$ cat src/hdl/assert_macros.svh
// Assertion macros shared by the calendar field adjuster RTL.
// No dependencies; included by modules that carry concurrent checks.
`ifndef ASSERT_MACROS_SVH
`define ASSERT_MACROS_SVH

// Plain clocked property, disabled during reset.
`define CFA_ASSERT(label, clk, rst, prop, msg) \
  label: assert property (@(posedge clk) disable iff (rst) (prop)) else $error(msg);

// Next-cycle implication, disabled during reset.
`define CFA_ASSERT_NEXT(label, clk, rst, ante, cons, msg) \
  label: assert property (@(posedge clk) disable iff (rst) (ante) |=> (cons)) else $error(msg);

`endif

$ cat src/hdl/cfa_pkg.sv
// Package for the calendar field adjuster: payload types, command and
// field codes, and the month-length / leap-year helpers. No dependencies.
package cfa_pkg;

  localparam logic [1:0] CMD_READ  = 2'd0;
  localparam logic [1:0] CMD_INC   = 2'd1;
  localparam logic [1:0] CMD_DEC   = 2'd2;
  localparam logic [1:0] CMD_WRITE = 2'd3;

  localparam logic [2:0] FLD_YEAR    = 3'd0;
  localparam logic [2:0] FLD_MONTH   = 3'd1;
  localparam logic [2:0] FLD_DAY     = 3'd2;
  localparam logic [2:0] FLD_WEEKDAY = 3'd3;
  localparam logic [2:0] FLD_HOUR    = 3'd4;
  localparam logic [2:0] FLD_MINUTE  = 3'd5;
  localparam logic [2:0] FLD_SECOND  = 3'd6;
  localparam logic [2:0] FLD_NONE    = 3'd7;

  localparam logic [11:0] YEAR_MAX    = 12'd4095;
  localparam logic [11:0] MONTH_MAX   = 12'd11;
  localparam logic [11:0] WEEKDAY_MAX = 12'd6;
  localparam logic [11:0] HOUR_MAX    = 12'd23;
  localparam logic [11:0] MINUTE_MAX  = 12'd59;
  localparam logic [11:0] SECOND_MAX  = 12'd59;

  // Divisibility by 25: multiply by the inverse of 25 mod 2^12 and compare.
  localparam logic [11:0] INV25       = 12'd3113;
  localparam logic [11:0] DIV25_LIMIT = 12'd163;

  typedef struct packed {
    logic [1:0]  cmd;
    logic [2:0]  field_select;
    logic [5:0]  new_second;
    logic [5:0]  new_minute;
    logic [4:0]  new_hour;
    logic [4:0]  new_day_of_month;
    logic [2:0]  new_weekday;
    logic [8:0]  new_day_of_year;
    logic [3:0]  new_month;
    logic [11:0] new_year;
  } cfa_in_t;

  typedef struct packed {
    logic [5:0]  second_out;
    logic [5:0]  minute_out;
    logic [4:0]  hour_out;
    logic [4:0]  day_of_month_out;
    logic [2:0]  weekday_out;
    logic [8:0]  day_of_year_out;
    logic [3:0]  month_out;
    logic [11:0] year_out;
  } cfa_out_t;

  typedef struct packed {
    logic [5:0]  second;
    logic [5:0]  minute;
    logic [4:0]  hour;
    logic [4:0]  day_of_month;
    logic [2:0]  weekday;
    logic [8:0]  day_of_year;
    logic [3:0]  month;
    logic [11:0] year;
  } cfa_cal_t;

  // Gregorian rule: div by 4 and not by 100, or div by 400.
  // 100 = 4*25 and 400 = 16*25, so only a test by 25 is needed.
  function automatic logic is_leap(input logic [11:0] y);
    logic [11:0] prod;
    logic        div25;
    prod  = y * INV25;
    div25 = (prod <= DIV25_LIMIT);
    return (y[1:0] == 2'b00) && (!div25 || (y[3:0] == 4'b0000));
  endfunction

  function automatic logic [4:0] month_days(input logic [3:0] m, input logic [11:0] y);
    logic [4:0] d;
    case (m)
      4'd0, 4'd2, 4'd4, 4'd6, 4'd7, 4'd9, 4'd11: d = 5'd31;
      4'd3, 4'd5, 4'd8, 4'd10:                    d = 5'd30;
      4'd1:    d = is_leap(y) ? 5'd29 : 5'd28;
      default: d = 5'd30;
    endcase
    return d;
  endfunction

  function automatic logic [11:0] wrap_up(input logic [11:0] v, input logic [11:0] lo,
                                          input logic [11:0] hi);
    logic [12:0] n;
    n = {1'b0, v} + 13'd1;
    return (n > {1'b0, hi}) ? lo : n[11:0];
  endfunction

  function automatic logic [11:0] wrap_down(input logic [11:0] v, input logic [11:0] lo,
                                            input logic [11:0] hi);
    return (v <= lo) ? hi : v - 12'd1;
  endfunction

endpackage

$ cat src/hdl/cfa_update.sv
// Next-state logic of the calendar field adjuster: applies one command to
// the stored calendar fields. Depends on cfa_pkg.
module cfa_update (
  input  cfa_pkg::cfa_cal_t cal,
  input  cfa_pkg::cfa_in_t  item,
  output cfa_pkg::cfa_cal_t cal_next
);
  import cfa_pkg::*;

  logic [11:0] cur;
  logic [11:0] lo;
  logic [11:0] hi;
  logic [11:0] adj;
  logic        hit;

  // Pick the selected field, widened to 12 bits, with its limits.
  always_comb begin
    cur = 12'd0;
    lo  = 12'd0;
    hi  = 12'd0;
    hit = 1'b1;
    case (item.field_select)
      FLD_YEAR: begin
        cur = cal.year;
        hi  = YEAR_MAX;
      end
      FLD_MONTH: begin
        cur = {8'd0, cal.month};
        hi  = MONTH_MAX;
      end
      FLD_DAY: begin
        cur = {7'd0, cal.day_of_month};
        lo  = 12'd1;
        hi  = {7'd0, month_days(cal.month, cal.year)};
      end
      FLD_WEEKDAY: begin
        cur = {9'd0, cal.weekday};
        hi  = WEEKDAY_MAX;
      end
      FLD_HOUR: begin
        cur = {7'd0, cal.hour};
        hi  = HOUR_MAX;
      end
      FLD_MINUTE: begin
        cur = {6'd0, cal.minute};
        hi  = MINUTE_MAX;
      end
      FLD_SECOND: begin
        cur = {6'd0, cal.second};
        hi  = SECOND_MAX;
      end
      default: begin
        hit = 1'b0;
      end
    endcase
  end

  assign adj = (item.cmd == CMD_INC) ? wrap_up(cur, lo, hi) : wrap_down(cur, lo, hi);

  always_comb begin
    cal_next = cal;
    case (item.cmd)
      CMD_WRITE: begin
        cal_next.second       = item.new_second;
        cal_next.minute       = item.new_minute;
        cal_next.hour         = item.new_hour;
        cal_next.day_of_month = item.new_day_of_month;
        cal_next.weekday      = item.new_weekday;
        cal_next.day_of_year  = item.new_day_of_year;
        cal_next.month        = item.new_month;
        cal_next.year         = item.new_year;
      end
      CMD_INC, CMD_DEC: begin
        if (hit) begin
          case (item.field_select)
            FLD_YEAR:    cal_next.year         = adj;
            FLD_MONTH:   cal_next.month        = adj[3:0];
            FLD_DAY:     cal_next.day_of_month = adj[4:0];
            FLD_WEEKDAY: cal_next.weekday      = adj[2:0];
            FLD_HOUR:    cal_next.hour         = adj[4:0];
            FLD_MINUTE:  cal_next.minute       = adj[5:0];
            FLD_SECOND:  cal_next.second       = adj[5:0];
            default:     cal_next = cal;
          endcase
        end
      end
      default: begin
        cal_next = cal;
      end
    endcase
  end

endmodule

$ cat src/hdl/calendar_field_adjuster.sv
// Calendar field adjuster top level: input register, calendar state that
// doubles as the result register, and the handshake. Depends on cfa_pkg,
// cfa_update and assert_macros.svh.

// Holds the calendar fields of a real-time clock and answers every command
// transaction with one result transaction carrying all fields after the
// command. Throughput is one transaction per clock while the result is not
// stalled. A command is held in the input register; the update then lands
// in the calendar registers, which are also the result register, and
// result_valid rises with it. A stalled result holds the input register,
// and a further command is then stalled. The calendar registers only
// change when a result moves into them, so a held result never changes
// under a stall.
`include "assert_macros.svh"

module calendar_field_adjuster (
  input  logic              clk,
  input  logic              rst,
  input  logic              item_valid,
  output logic              item_stall,
  input  cfa_pkg::cfa_in_t  item,
  output logic              result_valid,
  input  logic              result_stall,
  output cfa_pkg::cfa_out_t result
);
  import cfa_pkg::*;

  // Input register.
  logic      iv;
  cfa_in_t   ir;

  // Calendar state, which is also the pending result.
  logic      ov;
  cfa_cal_t  cal;
  cfa_cal_t  cal_next;

  logic      adv;
  logic      accept;
  logic      adv_read;

  // The input register drains into the state whenever the result slot is
  // empty or its transaction is being taken this cycle.
  assign adv        = iv && (!ov || !result_stall);
  assign item_stall = iv && !adv;
  assign accept     = item_valid && !item_stall;
  assign adv_read   = adv && (ir.cmd == CMD_READ);

  cfa_update u_update (
    .cal      (cal),
    .item     (ir),
    .cal_next (cal_next)
  );

  always_ff @(posedge clk) begin
    if (rst) begin
      iv <= 1'b0;
    end else if (accept) begin
      iv <= 1'b1;
    end else if (adv) begin
      iv <= 1'b0;
    end
  end

  always_ff @(posedge clk) begin
    if (accept) begin
      ir <= item;
    end
  end

  always_ff @(posedge clk) begin
    if (rst) begin
      ov                <= 1'b0;
      cal.second        <= 6'd0;
      cal.minute        <= 6'd0;
      cal.hour          <= 5'd0;
      cal.day_of_month  <= 5'd1;
      cal.weekday       <= 3'd0;
      cal.day_of_year   <= 9'd1;
      cal.month         <= 4'd0;
      cal.year          <= 12'd0;
    end else begin
      ov <= adv || (ov && result_stall);
      if (adv) begin
        cal <= cal_next;
      end
    end
  end

  assign result_valid            = ov;
  assign result.second_out       = cal.second;
  assign result.minute_out       = cal.minute;
  assign result.hour_out         = cal.hour;
  assign result.day_of_month_out = cal.day_of_month;
  assign result.weekday_out      = cal.weekday;
  assign result.day_of_year_out  = cal.day_of_year;
  assign result.month_out        = cal.month;
  assign result.year_out         = cal.year;

  // Stall only while a transaction sits in the input register.
  `CFA_ASSERT(a_stall_needs_item, clk, rst, !item_stall || iv, "stall with empty input register")
  // State moves only together with a result.
  `CFA_ASSERT_NEXT(a_state_only_on_adv, clk, rst, !adv, $stable(cal), "cal changed while idle")
  // A read leaves the calendar untouched and yields a result.
  `CFA_ASSERT_NEXT(a_read_keeps_state, clk, rst, adv_read, $stable(cal) && ov, "read moved state")

endmodule

$ cat config.mk
export PLATFORM = sky130hd
export DESIGN_NAME = calendar_field_adjuster
export DESIGN_NICKNAME = d
export VERILOG_FILES = /design/src/hdl/cfa_pkg.sv /design/src/hdl/cfa_update.sv /design/src/hdl/calendar_field_adjuster.sv
export VERILOG_INCLUDE_DIRS = /design/src /design/src/hdl
export SDC_FILE = /design/constraint.sdc
export NUM_CORES = 1
export LEC_CHECK = 0
export ABC_AREA = 1
export BUFFER_PORTS_ARGS = -buffer_cell sky130_fd_sc_hd__buf_2
export CAP_MARGIN = 20
export CORE_UTILIZATION = 51
export CTS_CLUSTER_SIZE = 24
export DETAILED_ROUTE_END_ITERATION = 10
export HOLD_SLACK_MARGIN = 0.15
export PLACE_DENSITY = 0.88
export SYNTH_ARGS = -nofsm -noshare
export SYNTH_HDL_FRONTEND = slang
export SYNTH_SLANG_ARGS = --single-unit
$ cat constraint.sdc
create_clock -name clk -period 4.1 [get_ports clk]
set_input_delay 0.82 -clock clk [delete_from_list [all_inputs] [get_ports clk]]
set_output_delay 0.82 -clock clk [all_outputs]
set_load 0.005 [all_outputs]
# Yosys cells after proc, flatten, opt, wreduce, memory -nomap -nowiden
# Index checks and enable logic that the tools add are counted.
# W data, S select, Z words.
[op_classes]
add_sub_neg = 2
n_eq_ne = 24
n_bitwise = 1
n_mux = 20
magnitude_cmp = 3
multipliers = 1
reduce_logical = 31
[ops]
columns = ["cell", "count"]
rows = [
  ["$pmux W50 S2", 1],
  ["$pmux W12 S7", 1],
  ["$pmux W12 S6", 1],
  ["$mux W50", 1],
  ["$mux W12", 4],
  ["$reduce_and A4 Y1", 7],
  ["$reduce_or A7 Y1", 2],
  ["$add A12 B1 Y13 const B", 1],
  ["$gt A13 B12 Y1", 1],
  ["$eq A4 B3 Y1 const B", 3],
  ["$le A12 B1 Y1", 1],
  ["$le A12 B8 Y1 const B", 1],
  ["$mul A12 B11 Y12 const B", 1],
  ["$mux W6", 2],
  ["$ne A2 B2 Y1 const B", 6],
  ["$sub A12 B1 Y12 const B", 1],
  ["$mux W5", 2],
  ["$pmux W5 S2", 1],
  ["$eq A3 B3 Y1 const B", 3],
  ["$eq A4 B4 Y1 const B", 2],
  ["$logic_not A4 Y1", 2],
  ["$eq A3 B2 Y1 const B", 2],
  ["$logic_and A1 B1 Y1", 5],
  ["$logic_not A1 Y1", 5],
  ["16 further kinds", 26],
]
[totals]
out_inout_bits = 52
register_bits = 107

# Logic depth before layout (Yosys ltp)
[logic_depth]
word_depth = 14
depth_mapped = 37
mapped_depth_nobuf = 37

# Hierarchy
# A second synthesis with hierarchy kept.
[unflattened]
cells_unflattened = 1209
area_unflattened_um2 = 8326.7
[by_module_without_submodules]
columns = ["module", "cells_per_inst", "seq_area_each_um2", "area_per_inst_um2", "n_inst"]
rows = [
  ["cfa_update", 819, 0.0, 4279.1, 1],
  ["calendar_field_adjuster", 390, 2692.6, 4047.6, 1],
]

# Worst setup path before layout
# OpenSTA, ideal clock, no wires.
[synth_path]
path_type = "register -> register"
startpoint = "register, netlist name result[5]"
endpoint = "register, netlist name result[28]"
setup_slack_ns = 0.071
stages_incl_launch_ff = 37
arrival_ns = 3.914
period_less_slack_ns = 4.029
setup_ns = 0.115
path_cell_list = "dfxtp_1 > ha_1 > ha_1 > fa_1 > ha_1 > ha_1 > nand2_1 > inv_1 > o21ai_0 > nand2_1 > nor2_1 > nand3_1 > nand2_1 > nand3_1 > nand2_1 > nand2_1 > nand2_1 > inv_1 > ha_1 > inv_1 > nand2_1 > nand3_1 > nand2_1 > nand2_1 > nand2_1 > nand2_1 > nand2_1 > nand2_1 > nand2_1 > nand2_2 > nand2_1 > nand3_1 > nand2_1 > nand2_2 > nand2_1 > nand2_1 > nand2_1"
[synth_via]
elab_chain_len = 14
[synth_rtl]
columns = ["element", "line", "rtl"]
rows = [
  ["$mul A12 B11 Y12", "cfa_pkg.sv:70", "prod = y * INV25;"],
  ["$le A12 B8 Y1", "cfa_pkg.sv:71", "div25 = (prod <= DIV25_LIMIT);"],
  ["$logic_not A1 Y1", "cfa_pkg.sv:72", "return (y[1:0] == 2'b00) && (!div25 || (y[3:0] == 4'b0000));"],
  ["$logic_or A1 B1 Y1", "cfa_pkg.sv:72", ""],
  ["$logic_and A1 B1 Y1", "cfa_pkg.sv:72", ""],
  ["$mux W1", "cfa_pkg.sv:80", "4'd1: d = is_leap(y) ? 5'd29 : 5'd28;"],
  ["$pmux W5 S2", "cfa_pkg.sv:77", "case (m)"],
  ["$pmux W12 S6", "cfa_update.sv:22", "case (item.field_select)"],
  ["$gt A13 B12 Y1", "cfa_pkg.sv:90", "return (n > {1'b0, hi}) ? lo : n[11:0];"],
  ["$mux W12", "cfa_pkg.sv:90", ""],
  ["$mux W12 (*)", "cfa_update.sv:58", "assign adj = (item.cmd == CMD_INC) ? wrap_up(cur, lo, hi) : wrap_down(cur, lo, hi);"],
  ["$mux W5 (*)", "cfa_update.sv:75", "case (item.field_select)"],
  ["$mux W50 (*)", "cfa_update.sv:74", "if (hit) begin"],
  ["$pmux W50 S2 (*)", "cfa_update.sv:62", "case (item.cmd)"],
]
# Every way passes the cells marked *; elsewhere a longest branch is shown, timed or not. The select of a mux whose other input is x is not followed.
# A chain may end at the register's enable or synchronous reset.

# Worst setup path in the final report
[layout_path]
startpoint = "register, netlist name result[2]"
endpoint = "register, netlist name result[28]"
[layout_via]
elab_chain_len = 14
[layout_rtl]
columns = ["element", "line"]
rows = [
  ["$mul A12 B11 Y12", "cfa_pkg.sv:70"],
  ["$le A12 B8 Y1", "cfa_pkg.sv:71"],
  ["$logic_not A1 Y1", "cfa_pkg.sv:72"],
  ["$logic_or A1 B1 Y1", "cfa_pkg.sv:72"],
  ["$logic_and A1 B1 Y1", "cfa_pkg.sv:72"],
  ["$mux W1", "cfa_pkg.sv:80"],
  ["$pmux W5 S2", "cfa_pkg.sv:77"],
  ["$pmux W12 S6", "cfa_update.sv:22"],
  ["$gt A13 B12 Y1", "cfa_pkg.sv:90"],
  ["$mux W12", "cfa_pkg.sv:90"],
  ["$mux W12 (*)", "cfa_update.sv:58"],
  ["$mux W5 (*)", "cfa_update.sv:75"],
  ["$mux W50 (*)", "cfa_update.sv:74"],
  ["$pmux W50 S2 (*)", "cfa_update.sv:62"],
]
# Marks and branches as above.

==> run summary <==
The combined area of the multi-input logic cells is 0.00351 mm². Relative to the synthesized area, the layout overhead comes to 28.1%. For this run, design rule violations remaining after detail routing come to 0. The number of failing hold endpoints at the final stage is 0. The half-perimeter wire length after placement came out at 12.9 mm. The flow ran to the end, but the final reports show violations. The summed instance area of the synthesized netlist came out at 0.00627 mm². The worst setup path is captured at a flip-flop. Leaving out fill and tap cells, the most frequent cells in the layout are sky130_fd_sc_hd__nand2_1 (186), sky130_fd_sc_hd__buf_2 (110), sky130_fd_sc_hd__inv_1 (81). The net count after synthesis came out at 908. The static power due to leakage came out at 3.89 nW. The worst endpoint required time is 4.39 ns. During synthesis, Yosys emitted a total of 0 warnings. The largest net degree at the start of global routing is 56.

The starting density of the core is 52.2%. The actual transition at the worst max-transition pin is 0.974 ns. The worst-case vdd ir drop came out at 0.296 mV. The post-layout worst setup margin is -0.310 ns.

The die is 113 µm wide. The fill cell total of the finished layout is 921. The placed instance area came out at 0.00728 mm². The clock transition at the registers of the reported paths is 0.08 ns. The switching power summed over all nets is 0.915 mW. The cell sitting at the root of the clock tree is a sky130_fd_sc_hd__clkbuf_16. Of the total power, registers draw 43.5%. During I/O placement, the number of pins put on the boundary was 111. In this design, the stage delay of the slowest critical-path cell is 0.53 ns.

The TritonCTS clock tree is done. In the global route stage, overall resource usage came out at 29.9%. The worst setup path is launched from a flip-flop. The ratio of final minimum period to clock period is 108%. The post-synthesis cell count is 801. The tool flagged a number of max-cap violations equal to 0. By instance count, the cell type seen most on the critical path is sky130_fd_sc_hd__nand2_1. The checks that failed: setup timing. The switching part of the total power is 32.3%. The number of buffers added by the clock tree synthesis step came out at 9. The critical path class is reg2reg. The clock latency on the worst-skew pair is 0.35 ns.

The most common library cell in the layout ignoring fill and taps is sky130_fd_sc_hd__nand2_1. Setup violations remaining at the end of the flow were counted as 41. At the worst endpoint, the arrival time is 4.70 ns. The length of the first detailed-routing pass in iterations is 5.

The number of synthesized register bits came out at 107. The mean routed wirelength per cell is 17.7 µm. The design internal power is 1.92 mW. The weighted congestion at the end of routability-driven global placement came out at 0.935. The number of DRC violations after detailed-routing iteration 0 is 652. The number of antenna violations at the first check in global routing came to 1.

The power density over the cells is 352 mW/mm². The die outline height is 113 µm. In the post-synthesis netlist, the biggest area contributors are sky130_fd_sc_hd__edfxtp_1 (26%), sky130_fd_sc_hd__dfxtp_1 (17%), sky130_fd_sc_hd__nand2_1 (12%), sky130_fd_sc_hd__ha_1 (8.4%), sky130_fd_sc_hd__a21oi_1 (7.9%). The maximum fanout along the worst path came out at 8. The count of buffers added on input and output ports is 110. The sequential cells in the finished layout cover a total of 0.00270 mm².

Of the total power, the clock network draws 29.8%. The clock net sink count came out at 107. The worst hold slack across all endpoints is 0.498 ns. The combinational power share came out at 26.7%. The core region is 0.0120 mm².

The die covers 0.0127 mm². The number of unique standard cell types used by synthesis came out at 36. On the final layout, the worst clock skew is 0.0115 ns. The deepest clock path buffer count is 2. The per-cell via count in the routed design came out at 5.91. Global routing finished with a remaining overflow of 0. The synthesized area per cell came out at 7.83 µm². The path class of the tightest hold or removal check is reg2reg.

The summed area of non-filler cells in the final layout came out at 0.00803 mm². Setup repair after global routing could not meet its margin everywhere. The final critical delay including setup and external delays is 4.41 ns.

The H-tree depth came out at 3. The count of final max-slew check failures came to 0. The worst setup timing slack at the placement stage is -0.283 ns. Cells fill 66.9% of the core in the end. The maximum operating frequency is 227 MHz. The number of nets in the final layout came out at 1,062.

The detail route stage leaves a number of antenna-violating nets equal to 0. The final wirelength is 19.6 mm. The total number of vias is 6,552. The cell with the biggest individual delay on the critical path is sky130_fd_sc_hd__fa_1. The max-slew headroom at the worst pin is 35.0%. The site row count is 40. In this run, post-CTS hold repair placed 0 buffers. The fraction of final layout cells with drive strength greater than 1 came out at 28.6%. The via count of the first global-routing pass came to 6,207. The fraction of post-synthesis cell area in the top cell type by area came out at 26.3%. Summing the sequential cell areas from Yosys gives 42.9% of the chip area.

sky130_fd_sc_hd__edfxtp_1 takes more of the synthesized area than any other cell. The wire length of the first global-routing pass is 29.8 mm.
cell type report:
class	count	share of cell area [%]
clock buffer	10	2.85
clock inverter	6	0.779
antenna	1	0.0311
inverter	94	4.39
multi-input combinational	582	43.7
timing repair buffer	161	12.3
tap	147	2.29
sequential	107	33.6
state kept, by name (all words and copies together) (netlist names):
| register | cells |
|---|---|
| ir | 55 |
| result | 50 |
| iv | 1 |
| result_valid | 1 |
critical path, delay by kind of cell (launching register included):
family | cells | cell delay [ns]
buf+inv | 5 | 0.38
xor+xnor | 1 | 0.25
simple gates | 24 | 1.84
fa+ha+maj | 5 | 1.51
flops | 1 | 0.34
metal layers:
layer	vias up	track usage, %	share of wire, %
met4	0	19.4	6.4
met5	-	0	0
met1	2964	36.8	37
li1	2984	-	-
met3	131	5.46	10
met2	473	48.4	46
worst paths after layout:
kind / from / end / slack (ns) / depth (start not counted)
max reg2reg: result[2]$_SDFFE_PP0P_ / result[28]$_SDFFE_PP1P_ / -0.31 / 35
max: result[2]$_SDFFE_PP0P_ / result[28]$_SDFFE_PP1P_ / -0.31 / 35
min reg2reg: ir[16]$_DFFE_PP_ / result[16]$_SDFFE_PP1P_ / 0.50 / 2
min: ir[16]$_DFFE_PP_ / result[16]$_SDFFE_PP1P_ / 0.50 / 2
Yosys cell counts:
| cell | n |
|---|---|
| sky130_fd_sc_hd__o21ai_1 | 9 |
| sky130_fd_sc_hd__nand2_1 | 195 |
| sky130_fd_sc_hd__buf_2 | 1 |
| sky130_fd_sc_hd__nor3_2 | 1 |
| sky130_fd_sc_hd__nand3_4 | 1 |
| sky130_fd_sc_hd__nand2_2 | 6 |
| sky130_fd_sc_hd__inv_1 | 85 |
| sky130_fd_sc_hd__nor2_2 | 6 |
| sky130_fd_sc_hd__inv_2 | 8 |
| sky130_fd_sc_hd__nor3_1 | 5 |
| sky130_fd_sc_hd__nor3_4 | 1 |
| sky130_fd_sc_hd__ha_1 | 42 |
| sky130_fd_sc_hd__buf_4 | 3 |
| sky130_fd_sc_hd__o21ai_0 | 45 |
| sky130_fd_sc_hd__or2_2 | 1 |
| sky130_fd_sc_hd__clkinv_1 | 1 |
| sky130_fd_sc_hd__nand3_1 | 45 |
| sky130_fd_sc_hd__nand3_2 | 2 |
| sky130_fd_sc_hd__nand4_1 | 13 |
| sky130_fd_sc_hd__o22ai_1 | 1 |
| sky130_fd_sc_hd__a211oi_1 | 2 |
| sky130_fd_sc_hd__nor2_4 | 2 |
| sky130_fd_sc_hd__a31oi_1 | 1 |
| sky130_fd_sc_hd__xor2_1 | 9 |
| sky130_fd_sc_hd__nand3b_1 | 1 |
| sky130_fd_sc_hd__dfxtp_1 | 52 |
| sky130_fd_sc_hd__xnor2_1 | 1 |
| sky130_fd_sc_hd__buf_6 | 1 |
| sky130_fd_sc_hd__edfxtp_1 | 55 |
| sky130_fd_sc_hd__nand2_4 | 1 |
| sky130_fd_sc_hd__a21oi_1 | 99 |
| sky130_fd_sc_hd__a22oi_1 | 9 |
| sky130_fd_sc_hd__fa_1 | 6 |
| sky130_fd_sc_hd__buf_1 | 1 |
| sky130_fd_sc_hd__clkbuf_1 | 12 |
| sky130_fd_sc_hd__nor2_1 | 78 |
kinds of logic after synthesis:
| family | share of synthesized area (%) |
|---|---|
| simple gates | 24.6 |
| compound gates | 13.7 |
| buf+inv | 7.02 |
| flops | 42.9 |
| fa+ha+maj | 10.3 |
| xor+xnor | 1.40 |
stage by stage:
stage	total power [mW]	setup TNS, ns	cells
2_1_floorplan	1.62	0	801
4_1_cts	2.74	-0.00271	1103
3_5_place_dp	1.86	-6.66	1085
6_report	2.83	-7.98	1108
3_3_place_gp	1.84	-1.71	1085
5_1_grt	2.94	-17.30	1108
power by group through the flow:
| stage | sequential (mW) | combinational, mW | clock (mW) |
|---|---|---|---|
| 2_1_floorplan | 1.25 | 0.374 | 0 |
| 3_3_place_gp | 1.25 | 0.588 | 0 |
| 3_5_place_dp | 1.25 | 0.605 | 0 |
| 4_1_cts | 1.23 | 0.667 | 0.846 |
| 5_1_grt | 1.24 | 0.816 | 0.888 |
| 6_report | 1.23 | 0.756 | 0.842 |
repair_timing:
item,in CTS,in global routing
setup buffers,2,3
resized for setup,41,43
setup endpoints to repair,41,41
pin swaps,20,29
Power figures use the tool's default switching activity.
